[config.mk]
export PLATFORM = sky130hd
export DESIGN_NAME = positional_list_engine_unit
export DESIGN_NICKNAME = d
export VERILOG_FILES = /design/src/ple_pkg.sv /design/src/ple_datapath.sv /design/src/ple_ctrl.sv /design/src/positional_list_engine_unit.sv
export VERILOG_INCLUDE_DIRS = /design/src /design/src/src
export SDC_FILE = /design/constraint.sdc
export NUM_CORES = 2
export LEC_CHECK = 0
export ABC_AREA = 1
export BUFFER_PORTS_ARGS = -buffer_cell sky130_fd_sc_hd__buf_4
export CAP_MARGIN = 20
export CORE_MARGIN = 1
export CORE_UTILIZATION = 40
export DETAILED_ROUTE_END_ITERATION = 10
export PLACE_DENSITY = 0.6
export SYNTH_ARGS = -nofsm -noshare
export SYNTH_HDL_FRONTEND = slang
export SYNTH_HIERARCHICAL = 1
export SYNTH_SLANG_ARGS = --single-unit
[constraint.sdc]
create_clock -name aclk -period 8.24 [get_ports aclk]
set_input_delay 0.412 -clock aclk [delete_from_list [all_inputs] [get_ports aclk]]
set_output_delay 0.412 -clock aclk [all_outputs]
set_load 0.01 [all_outputs]
[src/assert_macros.svh]
// Assertion macros used by the top-level RTL file
`ifndef ASSERT_MACROS_SVH
`define ASSERT_MACROS_SVH
`ifndef SYNTHESIS
`define ASSERT_HOLDS(lbl, clk, rstn, expr) \
    lbl: assert property (@(posedge clk) disable iff (!(rstn)) (expr)) \
        else $error("invariant violated");
`define ASSERT_SEQ(lbl, clk, rstn, prop) \
    lbl: assert property (@(posedge clk) disable iff (!(rstn)) prop) \
        else $error("sequence check failed");
`else
`define ASSERT_HOLDS(lbl, clk, rstn, expr)
`define ASSERT_SEQ(lbl, clk, rstn, prop)
`endif
`endif

[src/ple_pkg.sv]
// Shared types and codes of the positional list engine
package ple_pkg;

    localparam int REQ_W    = 3;
    localparam int VAL_W    = 32;
    localparam int POS_W    = 5;
    localparam int STATUS_W = 2;

    localparam logic [REQ_W-1:0] REQ_INS_FRONT = 3'd0;
    localparam logic [REQ_W-1:0] REQ_INS_BACK  = 3'd1;
    localparam logic [REQ_W-1:0] REQ_INS_POS   = 3'd2;
    localparam logic [REQ_W-1:0] REQ_REM_FRONT = 3'd3;
    localparam logic [REQ_W-1:0] REQ_REM_BACK  = 3'd4;
    localparam logic [REQ_W-1:0] REQ_REM_POS   = 3'd5;
    localparam logic [REQ_W-1:0] REQ_LIST      = 3'd6;

    localparam logic [STATUS_W-1:0] ST_OK     = 2'd0;
    localparam logic [STATUS_W-1:0] ST_BADPOS = 2'd1;
    localparam logic [STATUS_W-1:0] ST_FULL   = 2'd2;
    localparam logic [STATUS_W-1:0] ST_EMPTY  = 2'd3;

    typedef enum logic [1:0] {
        S_IDLE,
        S_RESP,
        S_LIST
    } ple_state_t;

    typedef struct packed {
        logic exec;
        logic rotate;
        logic list_mode;
    } ple_cmd_t;

    typedef struct packed {
        logic list_go;
        logic list_last;
    } ple_sts_t;

endpackage

[src/ple_datapath.sv]
// Element cells, count, status and list walk of the positional list engine
module ple_datapath #(
    parameter int DEPTH = 16,
    parameter int CNT_W = 5
) (
    input  logic                                  aclk,
    input  logic                                  aresetn,
    input  logic [ple_pkg::REQ_W-1:0]             s_req_type,
    input  logic signed [ple_pkg::VAL_W-1:0]      s_value,
    input  logic [ple_pkg::POS_W-1:0]             s_position,
    input  ple_pkg::ple_cmd_t                     cmd,
    output ple_pkg::ple_sts_t                     sts,
    output logic [ple_pkg::STATUS_W-1:0]          m_status,
    output logic [CNT_W-1:0]                      m_element_count,
    output logic signed [ple_pkg::VAL_W-1:0]      m_read_value,
    output logic                                  m_last
);

    localparam int IDX_W = (DEPTH > 2) ? $clog2(DEPTH) : 1;
    localparam int CMP_W = ((CNT_W > ple_pkg::POS_W) ? CNT_W : ple_pkg::POS_W) + 1;

    logic [ple_pkg::VAL_W-1:0]    cell_reg [DEPTH];
    logic [CNT_W-1:0]             count_reg, count_next;
    logic [ple_pkg::STATUS_W-1:0] status_reg, status_next;
    logic [IDX_W-1:0]             list_idx_reg, list_idx_next;

    logic             do_ins, do_rem;
    logic [IDX_W-1:0] k;
    logic [IDX_W-1:0] last_idx;
    logic [CMP_W-1:0] pos_ext, cnt_ext;
    logic             full, empty;

    assign pos_ext  = CMP_W'(s_position);
    assign cnt_ext  = CMP_W'(count_reg);
    assign full     = (count_reg == CNT_W'(DEPTH));
    assign empty    = (count_reg == '0);
    assign last_idx = IDX_W'(count_reg - CNT_W'(1));

    always_comb begin
        do_ins      = 1'b0;
        do_rem      = 1'b0;
        k           = '0;
        status_next = ple_pkg::ST_OK;
        count_next  = count_reg;
        unique case (s_req_type) inside
            ple_pkg::REQ_INS_FRONT, ple_pkg::REQ_INS_BACK, ple_pkg::REQ_INS_POS: begin
                if (full) begin
                    status_next = ple_pkg::ST_FULL;
                end else if (s_req_type == ple_pkg::REQ_INS_FRONT) begin
                    do_ins = 1'b1;
                end else if (s_req_type == ple_pkg::REQ_INS_BACK) begin
                    do_ins = 1'b1;
                    k      = IDX_W'(count_reg);
                end else if (pos_ext == '0 || pos_ext > cnt_ext + CMP_W'(1)) begin
                    status_next = ple_pkg::ST_BADPOS;
                end else begin
                    do_ins = 1'b1;
                    k      = IDX_W'(pos_ext - CMP_W'(1));
                end
                if (do_ins) begin
                    count_next = count_reg + CNT_W'(1);
                end
            end
            ple_pkg::REQ_REM_FRONT, ple_pkg::REQ_REM_BACK, ple_pkg::REQ_REM_POS: begin
                if (empty) begin
                    status_next = ple_pkg::ST_EMPTY;
                end else if (s_req_type == ple_pkg::REQ_REM_FRONT) begin
                    do_rem = 1'b1;
                end else if (s_req_type == ple_pkg::REQ_REM_BACK) begin
                    do_rem = 1'b1;
                    k      = last_idx;
                end else if (pos_ext == '0 || pos_ext > cnt_ext) begin
                    status_next = ple_pkg::ST_BADPOS;
                end else begin
                    do_rem = 1'b1;
                    k      = IDX_W'(pos_ext - CMP_W'(1));
                end
                if (do_rem) begin
                    count_next = count_reg - CNT_W'(1);
                end
            end
            ple_pkg::REQ_LIST: begin
                status_next = empty ? ple_pkg::ST_EMPTY : ple_pkg::ST_OK;
            end
            default: begin
                status_next = ple_pkg::ST_OK;
            end
        endcase
    end

    genvar gi;
    generate
        for (gi = 0; gi < DEPTH; gi++) begin : g_cell
            logic [ple_pkg::VAL_W-1:0] prev_val, next_val;
            if (gi == 0) begin : g_first
                assign prev_val = cell_reg[0];
            end else begin : g_mid
                assign prev_val = cell_reg[gi-1];
            end
            if (gi == DEPTH-1) begin : g_end
                assign next_val = cell_reg[gi];
            end else begin : g_inner
                assign next_val = cell_reg[gi+1];
            end

            always_ff @(posedge aclk) begin
                if (cmd.exec && do_ins) begin
                    if (IDX_W'(gi) > k) begin
                        cell_reg[gi] <= prev_val;
                    end else if (IDX_W'(gi) == k) begin
                        cell_reg[gi] <= s_value;
                    end
                end else if (cmd.exec && do_rem) begin
                    if (IDX_W'(gi) >= k) begin
                        cell_reg[gi] <= next_val;
                    end
                end else if (cmd.rotate) begin
                    if (IDX_W'(gi) < last_idx) begin
                        cell_reg[gi] <= next_val;
                    end else if (IDX_W'(gi) == last_idx) begin
                        cell_reg[gi] <= cell_reg[0];
                    end
                end
            end
        end
    endgenerate

    always_comb begin
        list_idx_next = list_idx_reg;
        if (cmd.exec) begin
            list_idx_next = '0;
        end else if (cmd.rotate) begin
            list_idx_next = list_idx_reg + IDX_W'(1);
        end
    end

    always_ff @(posedge aclk) begin
        if (!aresetn) begin
            count_reg    <= '0;
            list_idx_reg <= '0;
        end else begin
            list_idx_reg <= list_idx_next;
            if (cmd.exec) begin
                count_reg <= count_next;
            end
        end
    end

    always_ff @(posedge aclk) begin
        if (cmd.exec) begin
            status_reg <= status_next;
        end
    end

    assign sts.list_go   = (s_req_type == ple_pkg::REQ_LIST) && !empty;
    assign sts.list_last = (list_idx_reg == last_idx);

    assign m_status        = cmd.list_mode ? ple_pkg::ST_OK : status_reg;
    assign m_element_count = count_reg;
    assign m_read_value    = cmd.list_mode ? cell_reg[0] : '0;
    assign m_last          = cmd.list_mode ? sts.list_last : 1'b1;

endmodule

[src/ple_ctrl.sv]
// Request sequencer of the positional list engine
module ple_ctrl (
    input  logic               aclk,
    input  logic               aresetn,
    input  logic               s_valid,
    output logic               s_ready,
    output logic               m_valid,
    input  logic               m_ready,
    input  ple_pkg::ple_sts_t  sts,
    output ple_pkg::ple_cmd_t  cmd
);

    ple_pkg::ple_state_t state_reg, state_next;

    always_comb begin
        state_next = state_reg;
        unique case (state_reg)
            ple_pkg::S_IDLE: begin
                if (s_valid) begin
                    state_next = sts.list_go ? ple_pkg::S_LIST : ple_pkg::S_RESP;
                end
            end
            ple_pkg::S_RESP: begin
                if (m_ready) begin
                    state_next = ple_pkg::S_IDLE;
                end
            end
            ple_pkg::S_LIST: begin
                if (m_ready && sts.list_last) begin
                    state_next = ple_pkg::S_IDLE;
                end
            end
            default: begin
                state_next = ple_pkg::S_IDLE;
            end
        endcase
    end

    always_comb begin
        s_ready       = 1'b0;
        m_valid       = 1'b0;
        cmd.exec      = 1'b0;
        cmd.rotate    = 1'b0;
        cmd.list_mode = 1'b0;
        unique case (state_reg)
            ple_pkg::S_IDLE: begin
                s_ready  = 1'b1;
                cmd.exec = s_valid;
            end
            ple_pkg::S_RESP: begin
                m_valid = 1'b1;
            end
            ple_pkg::S_LIST: begin
                m_valid       = 1'b1;
                cmd.list_mode = 1'b1;
                cmd.rotate    = m_ready;
            end
            default: begin
                s_ready = 1'b0;
            end
        endcase
    end

    always_ff @(posedge aclk) begin
        if (!aresetn) begin
            state_reg <= ple_pkg::S_IDLE;
        end else begin
            state_reg <= state_next;
        end
    end

endmodule

[src/positional_list_engine_unit.sv]
// Top level of the positional list engine
//
//   channel  | ports             | beat
//   request  | s_valid / s_ready | req_type, value, position
//   result   | m_valid / m_ready | status, element_count, read_value, last
//
// An edit is accepted, then answered with one result beat; all cells shift at once.
// A non-empty list gives one beat per element: the first count cells rotate one place per beat.
// Reset clears the count and the sequencer; cell contents are not cleared.
// A stalled result holds its beat; no request is taken until the last beat leaves.
`include "assert_macros.svh"

module positional_list_engine_unit #(
    parameter int DEPTH = 16
) (
    input  logic                                          aclk,
    input  logic                                          aresetn,
    input  logic                                          s_valid,
    output logic                                          s_ready,
    input  logic [ple_pkg::REQ_W-1:0]                     s_req_type,
    input  logic signed [ple_pkg::VAL_W-1:0]              s_value,
    input  logic [ple_pkg::POS_W-1:0]                     s_position,
    output logic                                          m_valid,
    input  logic                                          m_ready,
    output logic [ple_pkg::STATUS_W-1:0]                  m_status,
    output logic [$clog2(DEPTH+1)-1:0]                    m_element_count,
    output logic signed [ple_pkg::VAL_W-1:0]              m_read_value,
    output logic                                          m_last
);

    localparam int CNT_W = $clog2(DEPTH+1);

    ple_pkg::ple_cmd_t cmd;
    ple_pkg::ple_sts_t sts;

    ple_ctrl u_ctrl (
        .aclk    (aclk),
        .aresetn (aresetn),
        .s_valid (s_valid),
        .s_ready (s_ready),
        .m_valid (m_valid),
        .m_ready (m_ready),
        .sts     (sts),
        .cmd     (cmd)
    );

    ple_datapath #(
        .DEPTH (DEPTH),
        .CNT_W (CNT_W)
    ) u_datapath (
        .aclk            (aclk),
        .aresetn         (aresetn),
        .s_req_type      (s_req_type),
        .s_value         (s_value),
        .s_position      (s_position),
        .cmd             (cmd),
        .sts             (sts),
        .m_status        (m_status),
        .m_element_count (m_element_count),
        .m_read_value    (m_read_value),
        .m_last          (m_last)
    );

    `ASSERT_HOLDS(a_count_bound, aclk, aresetn, m_element_count <= CNT_W'(DEPTH))
    `ASSERT_HOLDS(a_one_side, aclk, aresetn, !(s_ready && m_valid))
    `ASSERT_SEQ(a_accept_answers, aclk, aresetn, (s_valid && s_ready) |=> m_valid)
    `ASSERT_SEQ(a_count_quiet, aclk, aresetn, !(s_valid && s_ready) |=> $stable(m_element_count))

endmodule

==> flow_summary_export.csv <==
group,metric,value,unit
clock_network,clk_latency,0.62,ns
grt,grt.met2_usage,41.68,%
sta,period_share,68.08,%
clock_network,setup_fix_buffers_added_after_clock_tree_synthesis,0,
yosys,synthMuxAreaShare,0,%
grt,global_route_wire_length_before_repair,197400,um
sta,report.final.setup_viol,0,
critical_path,cp-end-kind,"flop",
min_path,hold_path_class,"in2reg",
clock_network,clock_tree.htree_level_count,3,
yosys,synth-main-ff-cell,"sky130_fd_sc_hd__edfxtp_1",
critical_path,critPathKind,"reg2reg",
die,floorplan.die_area,88910,sq um
layout,most-common-layout-cells,"1578 x sky130_fd_sc_hd__nand2_1, 729 x sky130_fd_sc_hd__nand3_1, 525 x sky130_fd_sc_hd__inv_1",
yosys,yosys.cell_types.count,50,
sta,fin_skew,0.02792,ns
die,die-height,298.2,um
sta,fin_ws,2.631,ns
clock_network,clk_pin_slew,0.05,ns
die,floorplan.die.width,298.2,um
power,peakVddDrop,0.1702,mV
placed_design,gp_congestion,0.9259,
grt,grt_pass1_vias,31060,
die,placement_rows,108,
placed_design,place.port_buffers,85,
yosys,synth_area_per_cell,7.162,sq um
run_status,status,"complete, no violations",
layout,largest_register_ffs,512,
power,p_leak,17.48,nW
sta,tightest_slew,1.110,ns
grt,grt_max_degree,66,
yosys,synth_xor_xnor_area_share,0.1747,%
route,wl_per_cell,21.61,um
critical_path,critical_path.startpoint_type,"flop",
critical_path,critical_path.max_fanout,32,
yosys,adder_cell_fraction_of_synth_area,0.7132,%
power,power-per-cell-area,307.7,nW/um^2
placed_design,post-dp-hpwl,86590,um
clock_network,postCtsResizedCells,0,
sta,rsz_0062_raised_after_global_routing,"no",
route,dr.pass1.iters,6,
clock_network,ctsLongestPathBuffers,3,
grt,use_met3,5.878,%
route,drtIter0Drc,4460,
route,detail_route.drc_violations,0,
critical_path,timing.critical_path.arrival,5.91,ns
sta,final-hold-violation-count,0,
yosys,synth_top_family_by_area,"simple AND/OR/NAND/NOR gates",
yosys,synth_compound_gate_area_share,10.85,%
yosys,netlist_area_before_placement,35090,sq um
clock_network,cts_hold_repair.buffers,0,
grt,grt.met1_usage,42.68,%
clock_network,cts_tree,"yes",
clock_network,cts_num_sinks,525,
sta,final_max_slew_viol_count,0,
yosys,synthesized_nets,4963,
route,vias,33630,
sta,max_freq,178.3,MHz
sta,final.setup.tns,0,ns
die,core,86890,sq um
yosys,ys_seq_elements,525,
layout,layout-drive-gt1-share,7.863,%
yosys,synthCells,4899,
grt,track_usage,28.58,%
yosys,synth_async_sr_flop_share,0,%
clock_network,cts-buffers-inserted,66,
die,ports,86,
route,viasPerCell,5.616,
route,number_of_nets_still_failing_antenna_checks_after_routing,0,
layout,layout.filler_cells,8831,
layout,layout-area-overhead-vs-synth,9.189,%
critical_path,required,8.54,ns
yosys,seq_area_frac_synth,44.62,%
grt,globalRoute.busiestLayer,"met1",
layout,most_common_library_cell_in_the_layout_ignoring_fill_and_taps,"sky130_fd_sc_hd__nand2_1",
layout,finish.net_count,4851,
job,max_cap_violations,0,
yosys,synth-edff-count,514,
die,initial_core_util,40.38,%
grt,grt_overflow,0,
yosys,synthSimpleGateAreaFrac,32.67,%
yosys,synthesis.yosys.warnings,6,
clock_network,cts_root_buffer,"sky130_fd_sc_hd__clkbuf_16",
placed_design,dp_slack,2.743,ns
sta,finalCriticalPeriod,5.609,ns
sta,relative_slew_slack,25.85,%
route,finalWirelength,129400,um
grt,grt_antenna_before_repair,1,
[worst max-delay path, cell delays in order, from the launching register on]
cell	delay, ns
sky130_fd_sc_hd__dfxtp_1	0.65
sky130_fd_sc_hd__inv_1	0.22
sky130_fd_sc_hd__ha_1	0.42
sky130_fd_sc_hd__inv_1	0.22
sky130_fd_sc_hd__ha_1	0.29
sky130_fd_sc_hd__nand2_1	0.07
sky130_fd_sc_hd__nand2_1	0.05
sky130_fd_sc_hd__nand2_1	0.05
sky130_fd_sc_hd__nand2_1	0.04
sky130_fd_sc_hd__nand2_1	0.05
sky130_fd_sc_hd__nand2_1	0.06
sky130_fd_sc_hd__nand2_2	0.10
sky130_fd_sc_hd__nand2_1	0.09
sky130_fd_sc_hd__o21ai_2	0.10
sky130_fd_sc_hd__nand3_2	0.36
sky130_fd_sc_hd__nand2_2	0.39
sky130_fd_sc_hd__inv_2	0.18
sky130_fd_sc_hd__nand2_2	0.23
sky130_fd_sc_hd__nor3_4	0.06
sky130_fd_sc_hd__inv_1	0.77
sky130_fd_sc_hd__buf_4	0.39
sky130_fd_sc_hd__o311ai_2	0.13
sky130_fd_sc_hd__buf_4	0.32
[per-layer routing]
layer	part of all wire [%]	vias to the layer above	routed length, um
met5	0	-	0
met4	2.0	0	2590
met3	12	193	15820
met2	41	1909	53550
met1	44	15770	57490
li1	-	15760	-
[final cells by class]
class / count / area [sq um] / share of cell area (%)
Clock buffer: 95 / 1846 / 4.817
Sequential cell: 525 / 15660 / 40.86
Clock inverter: 19 / 86.33 / 0.2253
Timing Repair Buffer: 190 / 1474 / 3.847
Multi-Input combinational cell: 3452 / 15700 / 40.97
Tap cell: 1155 / 1445 / 3.772
Antenna cell: 1 / 2.502 / 0.006531
Inverter: 552 / 2107 / 5.499
[where the power goes]
group | total, mW | internal, mW | switching (mW) | leakage (nW)
Combinational | 4.38 | 1.33 | 3.05 | 11.7
Clock | 2.75 | 1.55 | 1.20 | 0.937
Sequential | 4.66 | 4.22 | 0.435 | 4.80
[synth_stat cells, types with 2 or more instances]
library cell | number | share of area, %
sky130_fd_sc_hd__a21oi_1 | 495 | 7.1
sky130_fd_sc_hd__a21oi_2 | 4 | 0.10
sky130_fd_sc_hd__o211ai_1 | 37 | 0.79
sky130_fd_sc_hd__nand3_2 | 9 | 0.26
sky130_fd_sc_hd__nand2_4 | 7 | 0.22
sky130_fd_sc_hd__xor2_1 | 4 | 0.10
sky130_fd_sc_hd__nor2_1 | 296 | 3.2
sky130_fd_sc_hd__nor3_2 | 4 | 0.11
sky130_fd_sc_hd__bufinv_8 | 2 | 0.10
sky130_fd_sc_hd__o21ai_1 | 87 | 1.2
sky130_fd_sc_hd__o31ai_1 | 2 | 0.043
sky130_fd_sc_hd__nor2_4 | 7 | 0.22
sky130_fd_sc_hd__nand2_1 | 1580 | 17
sky130_fd_sc_hd__inv_2 | 22 | 0.24
sky130_fd_sc_hd__buf_1 | 23 | 0.25
sky130_fd_sc_hd__nand3_4 | 2 | 0.10
sky130_fd_sc_hd__edfxtp_1 | 514 | 44
sky130_fd_sc_hd__dfxtp_1 | 11 | 0.63
sky130_fd_sc_hd__nand3_1 | 732 | 10
sky130_fd_sc_hd__ha_1 | 20 | 0.71
sky130_fd_sc_hd__buf_6 | 11 | 0.35
sky130_fd_sc_hd__a31oi_1 | 2 | 0.036
sky130_fd_sc_hd__a21oi_4 | 2 | 0.093
sky130_fd_sc_hd__nor3_1 | 5 | 0.071
sky130_fd_sc_hd__buf_2 | 118 | 1.7
sky130_fd_sc_hd__nand4_1 | 16 | 0.29
sky130_fd_sc_hd__nor2_8 | 2 | 0.11
sky130_fd_sc_hd__o21ai_2 | 3 | 0.075
sky130_fd_sc_hd__inv_1 | 525 | 5.6
sky130_fd_sc_hd__nor2_2 | 11 | 0.20
sky130_fd_sc_hd__clkbuf_2 | 4 | 0.057
sky130_fd_sc_hd__o21ai_0 | 92 | 1.3
sky130_fd_sc_hd__xnor2_1 | 3 | 0.075
sky130_fd_sc_hd__nand2_2 | 19 | 0.34
sky130_fd_sc_hd__clkbuf_1 | 182 | 1.9
sky130_fd_sc_hd__buf_4 | 32 | 0.68
[worst paths after layout]
path / startpoint / to / slack (ns) / cells after the start
setup reg to reg: u_datapath/m_element_count[0] / u_datapath/cell_reg[0][83] / 2.63 / 22
hold reg to reg: u_datapath/list_idx_reg[3] / u_datapath/list_idx_reg[3] / 0.52 / 2
hold / removal: aresetn / u_ctrl/state_reg[1] / 0.11 / 3
setup / recovery: u_datapath/m_element_count[0] / u_datapath/cell_reg[0][83] / 2.63 / 22
[cell families after synthesis]
logic type / after synthesis
xor+xnor: 7
flops: 525
buf+inv: 922
fa+ha+maj: 20
simple gates: 2697
compound gates: 728
[through the flow]
| stage | hold WS, ns | power (mW) | instance area [sq um] | cells | util, % |
|---|---|---|---|---|---|
| floorplan | 0.4782 | 7.576 | 35090 | 4899 | - |
| global placement | 0.5126 | 8.892 | 36310 | 5871 | 41.79 |
| detailed placement | 0.5090 | 8.983 | 36350 | 5873 | 41.84 |
| CTS | 0.08684 | 11.72 | 38280 | 5987 | 44.06 |
| global route | 0.1029 | 12.45 | 38310 | 5988 | 44.09 |
| finish | 0.1075 | 11.79 | 38310 | 5989 | 44.09 |
Note: power is estimated with default switching activity, not from simulation.
